[src/design/acs_pkg.sv]
// Package for accumulator_cpu_step: codes, microcode word layout and the microprogram.
// No dependencies.
package acs_pkg;

   localparam int MEMORY_WORDS_DEF = 128;
   localparam int WORD_W           = 13;

   // request modes
   localparam logic [1:0] MODE_LOAD  = 2'd0;
   localparam logic [1:0] MODE_STEP  = 2'd1;
   localparam logic [1:0] MODE_START = 2'd2;

   // result events
   localparam logic [2:0] EV_NONE  = 3'd0;
   localparam logic [2:0] EV_PRINT = 3'd1;
   localparam logic [2:0] EV_PORT  = 3'd2;
   localparam logic [2:0] EV_STOP  = 3'd3;
   localparam logic [2:0] EV_FAULT = 3'd4;

   // fault kinds
   localparam logic [1:0] FK_NONE    = 2'd0;
   localparam logic [1:0] FK_OPCODE  = 2'd1;
   localparam logic [1:0] FK_ADDRESS = 2'd2;
   localparam logic [1:0] FK_RANGE   = 2'd3;

   // instruction opcodes
   localparam logic [4:0] OP_NOP     = 5'd0;
   localparam logic [4:0] OP_HALT    = 5'd1;
   localparam logic [4:0] OP_PRINT   = 5'd2;
   localparam logic [4:0] OP_NOP_ARG = 5'd3;
   localparam logic [4:0] OP_LDC     = 5'd4;
   localparam logic [4:0] OP_LDM     = 5'd5;
   localparam logic [4:0] OP_STORE   = 5'd6;
   localparam logic [4:0] OP_ADD     = 5'd7;
   localparam logic [4:0] OP_SUB     = 5'd8;
   localparam logic [4:0] OP_JMP     = 5'd9;
   localparam logic [4:0] OP_CEQ     = 5'd10;
   localparam logic [4:0] OP_JC      = 5'd11;
   localparam logic [4:0] OP_CGT     = 5'd12;
   localparam logic [4:0] OP_CLT     = 5'd13;
   localparam logic [4:0] OP_NEG     = 5'd14;
   localparam logic [4:0] OP_AND     = 5'd15;
   localparam logic [4:0] OP_OUT     = 5'd18;

   typedef logic [3:0] upc_type;

   // microprogram step addresses
   localparam upc_type U_IDLE    = 4'd0;
   localparam upc_type U_LOAD    = 4'd1;
   localparam upc_type U_START   = 4'd2;
   localparam upc_type U_NOP     = 4'd3;
   localparam upc_type U_STEP    = 4'd4;
   localparam upc_type U_PCCHK   = 4'd5;
   localparam upc_type U_DECODE  = 4'd6;
   localparam upc_type U_EXEC    = 4'd7;
   localparam upc_type U_HALTED  = 4'd8;
   localparam upc_type U_FFAULT  = 4'd9;

   typedef enum logic [2:0] {
      A_NONE,
      A_LOAD,
      A_START,
      A_FETCH,
      A_DECODE,
      A_EXEC,
      A_STOP,
      A_FAULT_ADDR
   } act_type;

   typedef enum logic {
      C_STOPPED,
      C_PC_OOR
   } cond_type;

   typedef enum logic [1:0] {
      SEQ_WAIT,
      SEQ_NEXT,
      SEQ_BRANCH,
      SEQ_DONE
   } seq_type;

   typedef struct packed {
      act_type  act;
      cond_type cond;
      seq_type  seq;
      upc_type  target;
   } ucode_type;

   // sequencer to datapath
   typedef struct packed {
      logic    accept;
      act_type act;
      logic    finish;
   } ctl_type;

   // datapath to sequencer
   typedef struct packed {
      logic stopped;
      logic pc_oor;
   } sts_type;

   // values the result word is loaded from
   typedef struct packed {
      logic [2:0] ev;
      logic [7:0] acc;
      logic [1:0] fault;
      logic [7:0] pc;
   } res_type;

   function automatic ucode_type ucode_rom(input upc_type u);
      ucode_type w;
      case (u)
         U_IDLE:   w = '{A_NONE,       C_STOPPED, SEQ_WAIT,   U_IDLE};
         U_LOAD:   w = '{A_LOAD,       C_STOPPED, SEQ_DONE,   U_IDLE};
         U_START:  w = '{A_START,      C_STOPPED, SEQ_DONE,   U_IDLE};
         U_NOP:    w = '{A_NONE,       C_STOPPED, SEQ_DONE,   U_IDLE};
         U_STEP:   w = '{A_FETCH,      C_STOPPED, SEQ_BRANCH, U_HALTED};
         U_PCCHK:  w = '{A_NONE,       C_PC_OOR,  SEQ_BRANCH, U_FFAULT};
         U_DECODE: w = '{A_DECODE,     C_STOPPED, SEQ_NEXT,   U_IDLE};
         U_EXEC:   w = '{A_EXEC,       C_STOPPED, SEQ_DONE,   U_IDLE};
         U_HALTED: w = '{A_STOP,       C_STOPPED, SEQ_DONE,   U_IDLE};
         U_FFAULT: w = '{A_FAULT_ADDR, C_STOPPED, SEQ_DONE,   U_IDLE};
         default:  w = '{A_NONE,       C_STOPPED, SEQ_DONE,   U_IDLE};
      endcase
      return w;
   endfunction

endpackage

[src/design/accumulator_cpu_step.sv]
// 8-bit accumulator machine with a MEMORY_WORDS-word program store (5-bit opcode, 8-bit
// operand); a request loads a word, starts the machine or executes one instruction, and
// each request returns one result word. Timing is set by the microprogram and by the
// single read port of the store, which serves the instruction fetch and the operand read
// one after the other: an execute runs the fetch, range check, decode and execute steps;
// a stopped machine ends in the stop step, a fetch beyond the store in the fault step;
// load, start and unused modes run only their own step. The result sits in an output
// register, so the next request is taken while a result is still stalled. Store words
// read as zero until written; reset clears all per-word valid bits at once.
module accumulator_cpu_step
   import acs_pkg::*;
#(
   parameter int MEMORY_WORDS = MEMORY_WORDS_DEF
) (
   input  logic       clock,
   input  logic       reset,
   input  logic       req_valid,
   output logic       req_stall,
   input  logic [1:0] req_mode,
   input  logic [6:0] req_address,
   input  logic [4:0] req_load_opcode,
   input  logic [7:0] req_load_operand,
   output logic       rsp_valid,
   input  logic       rsp_stall,
   output logic [2:0] rsp_event_res,
   output logic [7:0] rsp_accumulator_value,
   output logic [1:0] rsp_fault_kind,
   output logic [7:0] rsp_next_pc
);

   ctl_type ctl;
   sts_type sts;
   res_type res;
   logic    out_free;

   logic       rsp_valid_ff, rsp_valid_in;
   res_type    rsp_res_ff, rsp_res_in;

   assign out_free = !rsp_valid_ff || !rsp_stall;

   acs_seq u_seq (
      .clock     (clock),
      .reset     (reset),
      .req_valid (req_valid),
      .req_mode  (req_mode),
      .req_stall (req_stall),
      .out_free  (out_free),
      .sts       (sts),
      .ctl       (ctl)
   );

   acs_dp #(
      .MEMORY_WORDS (MEMORY_WORDS)
   ) u_dp (
      .clock            (clock),
      .reset            (reset),
      .ctl              (ctl),
      .req_address      (req_address),
      .req_load_opcode  (req_load_opcode),
      .req_load_operand (req_load_operand),
      .sts              (sts),
      .res              (res)
   );

   always_comb begin
      rsp_valid_in = rsp_valid_ff;
      rsp_res_in   = rsp_res_ff;
      if (ctl.finish) begin
         rsp_valid_in = 1'b1;
         rsp_res_in   = res;
      end else if (!rsp_stall) begin
         rsp_valid_in = 1'b0;
      end
   end

   always_ff @(posedge clock) begin
      if (reset) begin
         rsp_valid_ff <= 1'b0;
      end else begin
         rsp_valid_ff <= rsp_valid_in;
      end
   end

   always_ff @(posedge clock) begin
      rsp_res_ff <= rsp_res_in;
   end

   assign rsp_valid             = rsp_valid_ff;
   assign rsp_event_res         = rsp_res_ff.ev;
   assign rsp_accumulator_value = rsp_res_ff.acc;
   assign rsp_fault_kind        = rsp_res_ff.fault;
   assign rsp_next_pc           = rsp_res_ff.pc;

endmodule

[src/design/acs_ram.sv]
// Generic single-port-write, single-port-read RAM with registered read data.
// No dependencies.
module acs_ram #(
   parameter int WIDTH = 8,
   parameter int DEPTH = 16
) (
   input  logic                     clock,
   input  logic                     wr_en,
   input  logic [$clog2(DEPTH)-1:0] wr_addr,
   input  logic [WIDTH-1:0]         wr_data,
   input  logic                     rd_en,
   input  logic [$clog2(DEPTH)-1:0] rd_addr,
   output logic [WIDTH-1:0]         rd_data
);

   logic [WIDTH-1:0] mem [DEPTH];
   logic [WIDTH-1:0] rd_data_ff;

   always_ff @(posedge clock) begin
      if (wr_en) begin
         mem[wr_addr] <= wr_data;
      end
      if (rd_en) begin
         rd_data_ff <= mem[rd_addr];
      end
   end

   assign rd_data = rd_data_ff;

endmodule

[src/design/acs_seq.sv]
// Microcode sequencer: step counter, control store lookup, dispatch and branches.
// Depends on acs_pkg.
module acs_seq
   import acs_pkg::*;
(
   input  logic       clock,
   input  logic       reset,
   input  logic       req_valid,
   input  logic [1:0] req_mode,
   output logic       req_stall,
   input  logic       out_free,
   input  sts_type    sts,
   output ctl_type    ctl
);

   upc_type   upc_ff, upc_in;
   ucode_type uw;
   logic      accept;
   logic      adv;
   logic      cond_true;

   assign uw = ucode_rom(upc_ff);

   // outputs of the current step
   always_comb begin
      req_stall = (uw.seq != SEQ_WAIT);
      accept    = req_valid && !req_stall;
      // a step ending in a result waits for the output word to free up
      adv       = (uw.seq != SEQ_DONE) || out_free;
      ctl.accept = accept;
      ctl.act    = adv ? uw.act : A_NONE;
      ctl.finish = (uw.seq == SEQ_DONE) && out_free;
   end

   // next step
   always_comb begin
      case (uw.cond)
         C_STOPPED: cond_true = sts.stopped;
         C_PC_OOR:  cond_true = sts.pc_oor;
         default:   cond_true = 1'b0;
      endcase

      upc_in = upc_ff;
      case (uw.seq)
         SEQ_WAIT: begin
            if (accept) begin
               case (req_mode)
                  MODE_LOAD:  upc_in = U_LOAD;
                  MODE_STEP:  upc_in = U_STEP;
                  MODE_START: upc_in = U_START;
                  default:    upc_in = U_NOP;
               endcase
            end
         end
         SEQ_NEXT:   upc_in = upc_ff + 4'd1;
         SEQ_BRANCH: upc_in = cond_true ? uw.target : upc_ff + 4'd1;
         SEQ_DONE:   upc_in = out_free ? U_IDLE : upc_ff;
         default:    upc_in = U_IDLE;
      endcase
   end

   always_ff @(posedge clock) begin
      if (reset) begin
         upc_ff <= U_IDLE;
      end else begin
         upc_ff <= upc_in;
      end
   end

endmodule

[src/design/acs_dp.sv]
// Datapath: machine registers, program store with per-word valid bits, execute logic.
// Depends on acs_pkg and acs_ram.
module acs_dp
   import acs_pkg::*;
#(
   parameter int MEMORY_WORDS = MEMORY_WORDS_DEF
) (
   input  logic       clock,
   input  logic       reset,
   input  ctl_type    ctl,
   input  logic [6:0] req_address,
   input  logic [4:0] req_load_opcode,
   input  logic [7:0] req_load_operand,
   output sts_type    sts,
   output res_type    res
);

   localparam int         AW     = $clog2(MEMORY_WORDS);
   localparam logic [8:0] MW_LIM = 9'(MEMORY_WORDS);

   logic [7:0]  acc_ff, acc_in;
   logic [7:0]  pc_ff, pc_in;
   logic        cond_ff, cond_in;
   logic        stopped_ff, stopped_in;
   logic [1:0]  fault_ff, fault_in;
   logic [2:0]  ev_ff, ev_in;
   logic [4:0]  op_ff, op_in;
   logic [7:0]  arg_ff, arg_in;
   logic [6:0]  addr_ff, addr_in;
   logic [4:0]  lop_ff, lop_in;
   logic [7:0]  lval_ff, lval_in;
   logic [MEMORY_WORDS-1:0] valid_ff, valid_in;
   logic        rd_valid_ff, rd_valid_in;

   logic              wr_en, rd_en;
   logic [AW-1:0]     wr_idx, rd_idx;
   logic [WORD_W-1:0] wr_data, rd_data, word;

   logic [8:0] pc_w, arg_w, dec_w, ld_w;
   logic       pc_oor, arg_oor, dec_oor, ld_oor;
   logic [7:0] m;
   logic [8:0] sum;

   acs_ram #(
      .WIDTH (WORD_W),
      .DEPTH (MEMORY_WORDS)
   ) u_ram (
      .clock   (clock),
      .wr_en   (wr_en),
      .wr_addr (wr_idx),
      .wr_data (wr_data),
      .rd_en   (rd_en),
      .rd_addr (rd_idx),
      .rd_data (rd_data)
   );

   // never-written words read as zero
   assign word = rd_valid_ff ? rd_data : '0;
   assign m    = word[7:0];

   assign pc_w  = {1'b0, pc_ff};
   assign arg_w = {1'b0, arg_ff};
   assign dec_w = {1'b0, word[7:0]};
   assign ld_w  = {2'b00, addr_ff};

   assign pc_oor  = pc_w >= MW_LIM;
   assign arg_oor = arg_w >= MW_LIM;
   assign dec_oor = dec_w >= MW_LIM;
   assign ld_oor  = ld_w >= MW_LIM;

   assign sum = {1'b0, acc_ff} + {1'b0, m};

   always_comb begin
      acc_in     = acc_ff;
      pc_in      = pc_ff;
      cond_in    = cond_ff;
      stopped_in = stopped_ff;
      fault_in   = fault_ff;
      ev_in      = ctl.accept ? EV_NONE : ev_ff;
      op_in      = op_ff;
      arg_in     = arg_ff;
      addr_in    = ctl.accept ? req_address : addr_ff;
      lop_in     = ctl.accept ? req_load_opcode : lop_ff;
      lval_in    = ctl.accept ? req_load_operand : lval_ff;
      wr_en      = 1'b0;
      wr_idx     = ld_w[AW-1:0];
      wr_data    = {lop_ff, lval_ff};
      rd_en      = 1'b0;
      rd_idx     = pc_w[AW-1:0];

      case (ctl.act)
         A_LOAD: begin
            wr_en = !ld_oor;
         end
         A_START: begin
            pc_in      = {1'b0, addr_ff};
            stopped_in = 1'b0;
            fault_in   = FK_NONE;
         end
         A_FETCH: begin
            rd_en = !pc_oor;
         end
         A_DECODE: begin
            op_in  = word[12:8];
            arg_in = word[7:0];
            pc_in  = pc_ff + 8'd1;
            // operand read issued early; unused by opcodes without one
            rd_en  = !dec_oor;
            rd_idx = dec_w[AW-1:0];
         end
         A_EXEC: begin
            case (op_ff)
               OP_NOP, OP_NOP_ARG: ;
               OP_HALT: begin
                  stopped_in = 1'b1;
                  ev_in      = EV_STOP;
               end
               OP_PRINT: ev_in = EV_PRINT;
               OP_OUT:   ev_in = EV_PORT;
               OP_LDC:   acc_in = arg_ff;
               OP_JMP:   pc_in = arg_ff;
               OP_JC: begin
                  if (cond_ff) begin
                     pc_in = arg_ff;
                  end
               end
               OP_NEG:   acc_in = 8'd0 - acc_ff;
               OP_STORE: begin
                  if (arg_oor) begin
                     fault_in   = FK_ADDRESS;
                     stopped_in = 1'b1;
                     ev_in      = EV_FAULT;
                  end else begin
                     wr_en   = 1'b1;
                     wr_idx  = arg_w[AW-1:0];
                     wr_data = {5'd0, acc_ff};
                  end
               end
               OP_LDM, OP_ADD, OP_SUB, OP_CEQ, OP_CGT, OP_CLT, OP_AND: begin
                  if (arg_oor) begin
                     fault_in   = FK_ADDRESS;
                     stopped_in = 1'b1;
                     ev_in      = EV_FAULT;
                  end else begin
                     case (op_ff)
                        OP_LDM: acc_in = m;
                        OP_ADD: begin
                           if (sum[8]) begin
                              fault_in   = FK_RANGE;
                              stopped_in = 1'b1;
                              ev_in      = EV_FAULT;
                           end else begin
                              acc_in = sum[7:0];
                           end
                        end
                        OP_SUB: begin
                           if (m > acc_ff) begin
                              fault_in   = FK_RANGE;
                              stopped_in = 1'b1;
                              ev_in      = EV_FAULT;
                           end else begin
                              acc_in = acc_ff - m;
                           end
                        end
                        OP_CEQ:  cond_in = (acc_ff == m);
                        OP_CGT:  cond_in = (acc_ff > m);
                        OP_CLT:  cond_in = (acc_ff < m);
                        default: acc_in = acc_ff & m;
                     endcase
                  end
               end
               default: begin
                  fault_in   = FK_OPCODE;
                  stopped_in = 1'b1;
                  ev_in      = EV_FAULT;
               end
            endcase
         end
         A_STOP: begin
            ev_in = EV_STOP;
         end
         A_FAULT_ADDR: begin
            // fetch beyond the store: counter stays put
            fault_in   = FK_ADDRESS;
            stopped_in = 1'b1;
            ev_in      = EV_FAULT;
         end
         default: ;
      endcase

      valid_in = valid_ff;
      if (wr_en) begin
         valid_in[wr_idx] = 1'b1;
      end
      rd_valid_in = rd_en ? valid_ff[rd_idx] : rd_valid_ff;
   end

   always_ff @(posedge clock) begin
      if (reset) begin
         acc_ff     <= 8'd0;
         pc_ff      <= 8'd0;
         cond_ff    <= 1'b0;
         stopped_ff <= 1'b1;
         fault_ff   <= FK_NONE;
         ev_ff      <= EV_NONE;
         valid_ff   <= '0;
      end else begin
         acc_ff     <= acc_in;
         pc_ff      <= pc_in;
         cond_ff    <= cond_in;
         stopped_ff <= stopped_in;
         fault_ff   <= fault_in;
         ev_ff      <= ev_in;
         valid_ff   <= valid_in;
      end
   end

   always_ff @(posedge clock) begin
      op_ff       <= op_in;
      arg_ff      <= arg_in;
      addr_ff     <= addr_in;
      lop_ff      <= lop_in;
      lval_ff     <= lval_in;
      rd_valid_ff <= rd_valid_in;
   end

   assign sts.stopped = stopped_ff;
   assign sts.pc_oor  = pc_oor;

   assign res.ev    = ev_in;
   assign res.acc   = acc_in;
   assign res.fault = fault_in;
   assign res.pc    = pc_in;

endmodule

[config.mk]
export PLATFORM = sky130hd
export DESIGN_NAME = accumulator_cpu_step
export DESIGN_NICKNAME = d
export VERILOG_FILES = /design/src/design/acs_pkg.sv /design/src/design/accumulator_cpu_step.sv /design/src/design/acs_ram.sv /design/src/design/acs_seq.sv /design/src/design/acs_dp.sv
export SDC_FILE = /design/constraint.sdc
export NUM_CORES = 2
export LEC_CHECK = 0
export ABC_AREA = 1
export BUFFER_PORTS_ARGS = -buffer_cell sky130_fd_sc_hd__buf_4
export CORE_MARGIN = 1.5
export CORE_UTILIZATION = 45
export CTS_BUF_LIST = sky130_fd_sc_hd__clkbuf_8
export DETAILED_ROUTE_END_ITERATION = 8
export PLACE_DENSITY_LB_ADDON = 0.3
export SETUP_SLACK_MARGIN = 0.5
export SLEW_MARGIN = 20
export SYNTH_ARGS = -nofsm -noshare
export SYNTH_HDL_FRONTEND = slang
export SYNTH_SLANG_ARGS = --single-unit
[constraint.sdc]
create_clock -name clock -period 13.71 [get_ports clock]
set_input_delay 4.113 -clock clock [delete_from_list [all_inputs] [get_ports clock]]
set_output_delay 4.113 -clock clock [all_outputs]
set_load 0.005 [all_outputs]
==> results.toml <==
[routing]
num_vias = 60670
drt_iter0_markers = 7477
ant_nets = 0
viasPerCell = 5.350
drtPass1Iterations = 6
wl_um = 244100
wl_per_cell_um = 21.52
route.detailed.drc = 0

[critical_path]
crit_type = "primary input to flop"
crit_end = "u_dp.u_ram.rd_data[5]$_DFFE_PP_"
ff2ff_path_depth = 17
worstPathArrival_ps = 9230
endpoint_kind = "flop"
r2r_slack_ps = 8140
start_kind = "primary input"
worstPathRequired_ps = 14590
startpoint = "rsp_stall"
rr_endpoint = "u_dp.u_ram.rd_data[5]$_DFFE_PP_"
reg2reg_from = "u_seq.uw[4]$_SDFF_PP1_"
worstPathMaxFanout = 175

[finish]
final_common_cell = "nand2_1"
final_cell_mix = "2173 x nand2_1, 1833 x inv_1, 1774 x nand3_1"
syn_to_final_growth_pct = 9.863
drive_gt1_share_pct = 6.886
final_area_um2 = 92900
fin_nets = 8680

[global_route]
antenna_found_initial = 7
track_usage_pct = 25.25
grt_pass1_wl_um = 366000
grt_pass1_vias = 58100
grt_max_degree = 195
overflow = 0

[run]
maxCapViolations = 0

[timing]
fmax_mhz = 119.7
period_share_pct = 60.93
setup_violations = 0
skew_ps = 103.7
final_hold_viol_count = 0
worst_pin_slew_ps = 1250
drv_slew = 0
tns_ps = 0
grt_setup_unrepaired = "false"
min_period_ps = 8353
slew_headroom_pct = 16.45

[cts]
post_cts_buffers = 0
h-tree-depth = 5
cts_resized = 0
cts_inserted_buffers = 327
tritoncts = "built"
root_buffer = "clkbuf_8"
clkLatencyLatePin_ps = 1070
clockBufferDepth = 4
holdBufCountCts = 0
cts.sinks = 1895
clkTransAtPathRegs_ps = 60

[placement]
gp_congestion = 0.9115
port_buffers = 48
placed_cell_area_um2 = 87050
dp_hpwl_um = 135600

[power_and_ir_drop]
p_leak_uw = 0.03988
vdd_drop_max_mv = 0.3134
power.total_uw = 18400
powerDensity_nw_per_um2 = 198.0

[floorplanning]
fp.dieArea_um2 = 190500
start_util_pct = 45.46
die_h_um = 436.5
row_count = 158
fp.coreArea_um2 = 186000
die_w_um = 436.5
ioPinCount = 49

[synth]
seq_area_frac_synth_pct = 65.36
synthFlopType = "edfxtp_1"
syn_area_um2 = 84560
syn-num-nets = 8666
ys_ff_latch = 1895
ys_types = 50
synth_top_cell_area_share_pct = 61.50
synthCells = 8609
synth_top_cell_by_area = "edfxtp_1"
synth_edf_count = 1732
syn_area_per_cell_um2 = 9.823
ys_top_cells_by_area = "edfxtp_1 62%, nand3_1 10%, nand2_1 9.7%, inv_1 7.7%, dfxtp_1 3.9%"
ys_async_sr_fraction_pct = 0
synth_warnings = 0

[worst_hold_path]
hp-class = "flop to flop"
hold_depth = 2

[status]
status = "completed"
-- worst min-delay path by stage --
stage                                          from                              end  slack (ps)
finish               u_dp.valid_ff[21]$_SDFFE_PP0P_   u_dp.valid_ff[21]$_SDFFE_PP0P_         460
detailed placement   u_dp.valid_ff[21]$_SDFFE_PP0P_   u_dp.valid_ff[21]$_SDFFE_PP0P_         450
floorplan             u_dp.valid_ff[0]$_SDFFE_PP0P_    u_dp.valid_ff[0]$_SDFFE_PP0P_         440
global route         u_dp.valid_ff[73]$_SDFFE_PP0P_   u_dp.valid_ff[73]$_SDFFE_PP0P_         470
CTS                 u_dp.valid_ff[122]$_SDFFE_PP0P_  u_dp.valid_ff[122]$_SDFFE_PP0P_         460
global placement     u_dp.valid_ff[12]$_SDFFE_PP0P_   u_dp.valid_ff[12]$_SDFFE_PP0P_         440
-- sequential cells by signal, indices dropped and copies added (netlist names), 2 cells and up --
signal	cells
u_dp.ev_ff	3
u_dp.acc_ff	8
rsp_event_res	3
u_dp.u_ram.rd_data	13
u_dp.addr_ff	7
rsp_accumulator_value	8
u_dp.fault_ff	2
u_dp.arg_ff	8
u_seq.upc_ff	4
u_dp.u_ram.mem	1664
rsp_fault_kind	2
u_dp.lop_ff	5
rsp_next_pc	8
u_seq.uw	7
u_dp.pc_ff	8
u_dp.valid_ff	128
u_dp.lval_ff	8
u_dp.op_ff	5
-- synth_stat cells (all sizes together) (2+ instances only) --
library cell,count
o21bai,4
a211oi,5
nand3b,118
nor4,2
a31oi,9
dfxtp,163
nor2,106
edfxtp,1732
mux2i,4
clkbuf,190
nor3,12
o22ai,5
inv,1740
a22oi,3
o221ai,2
o31ai,3
nand4,11
xor2,8
nand2,2184
o211ai,5
clkinv,3
a221oi,6
a21oi,168
nand3,1774
and2,3
buf,255
ha,30
or2,6
o21ai,50
-- metrics by stage --
stage          worst slack, ps  utilization (%)  cells  hold slack (ps)
2_1_floorplan             2381                -   8609            435.9
3_3_place_gp              4516            46.77  10770            442.2
3_5_place_dp              4545            46.79  10770            447.0
4_1_cts                   5660            49.94  11340            456.6
5_1_grt                   5206            49.94  11340            469.7
6_report                  5357            49.94  11340            456.2
-- critical path, stage by stage --
cell	delay, ps
buf_4	110
nand2_1	110
inv_1	70
nand2_1	150
nand3_1	630
nand2_1	350
buf_4	430
nand2_4	650
buf_12	530
nand2_1	200
nand3_1	90
nand3_1	160
nand3_1	170
nand3_1	260
nand3_1	410
nand2_1	180
nand2_1	150
nand2_1	130
-- routing by layer --
metal  up-vias  track usage (%)  wire length, um
li1      27990                -                -
met1     29010            34.92            99110
met2      3145            39.06           110900
met3       525            4.819            24060
met4         4            10.48             9940
met5         -                0               27
-- area by class of cell --
| class | count | area (um2) |
|---|---|---|
| Clock buffer | 348 | 4790 |
| Multi-Input combinational cell | 4526 | 20950 |
| Sequential cell | 1895 | 55270 |
| Inverter | 1743 | 6554 |
| Antenna cell | 2 | 5.005 |
| Timing Repair Buffer | 130 | 1166 |
| Tap cell | 2480 | 3103 |
| Fill cell | 16640 | 93120 |
| Clock inverter | 217 | 1059 |
-- power by group --
group          internal, uW  switching (uW)
clock network          2440            2300
logic                  1730            5180
registers              6660            86.2
total                 10800            7560
-- cell families (layout without fill, tap and decap cells) --
family          count (synthesis)  after routing  share of synthesized area [%]
buf+inv                      2188           2438                          10.13
other cells                     0              2                              0
xor+xnor                        8              8                        0.08286
mux                             4              4                        0.04735
flops                        1895           1895                          65.36
fa+ha+maj                      31             31                         0.4676
simple gates                 4217           4217                          22.16
compound gates                266            266                          1.750
Power figures use the tool's default switching activity.
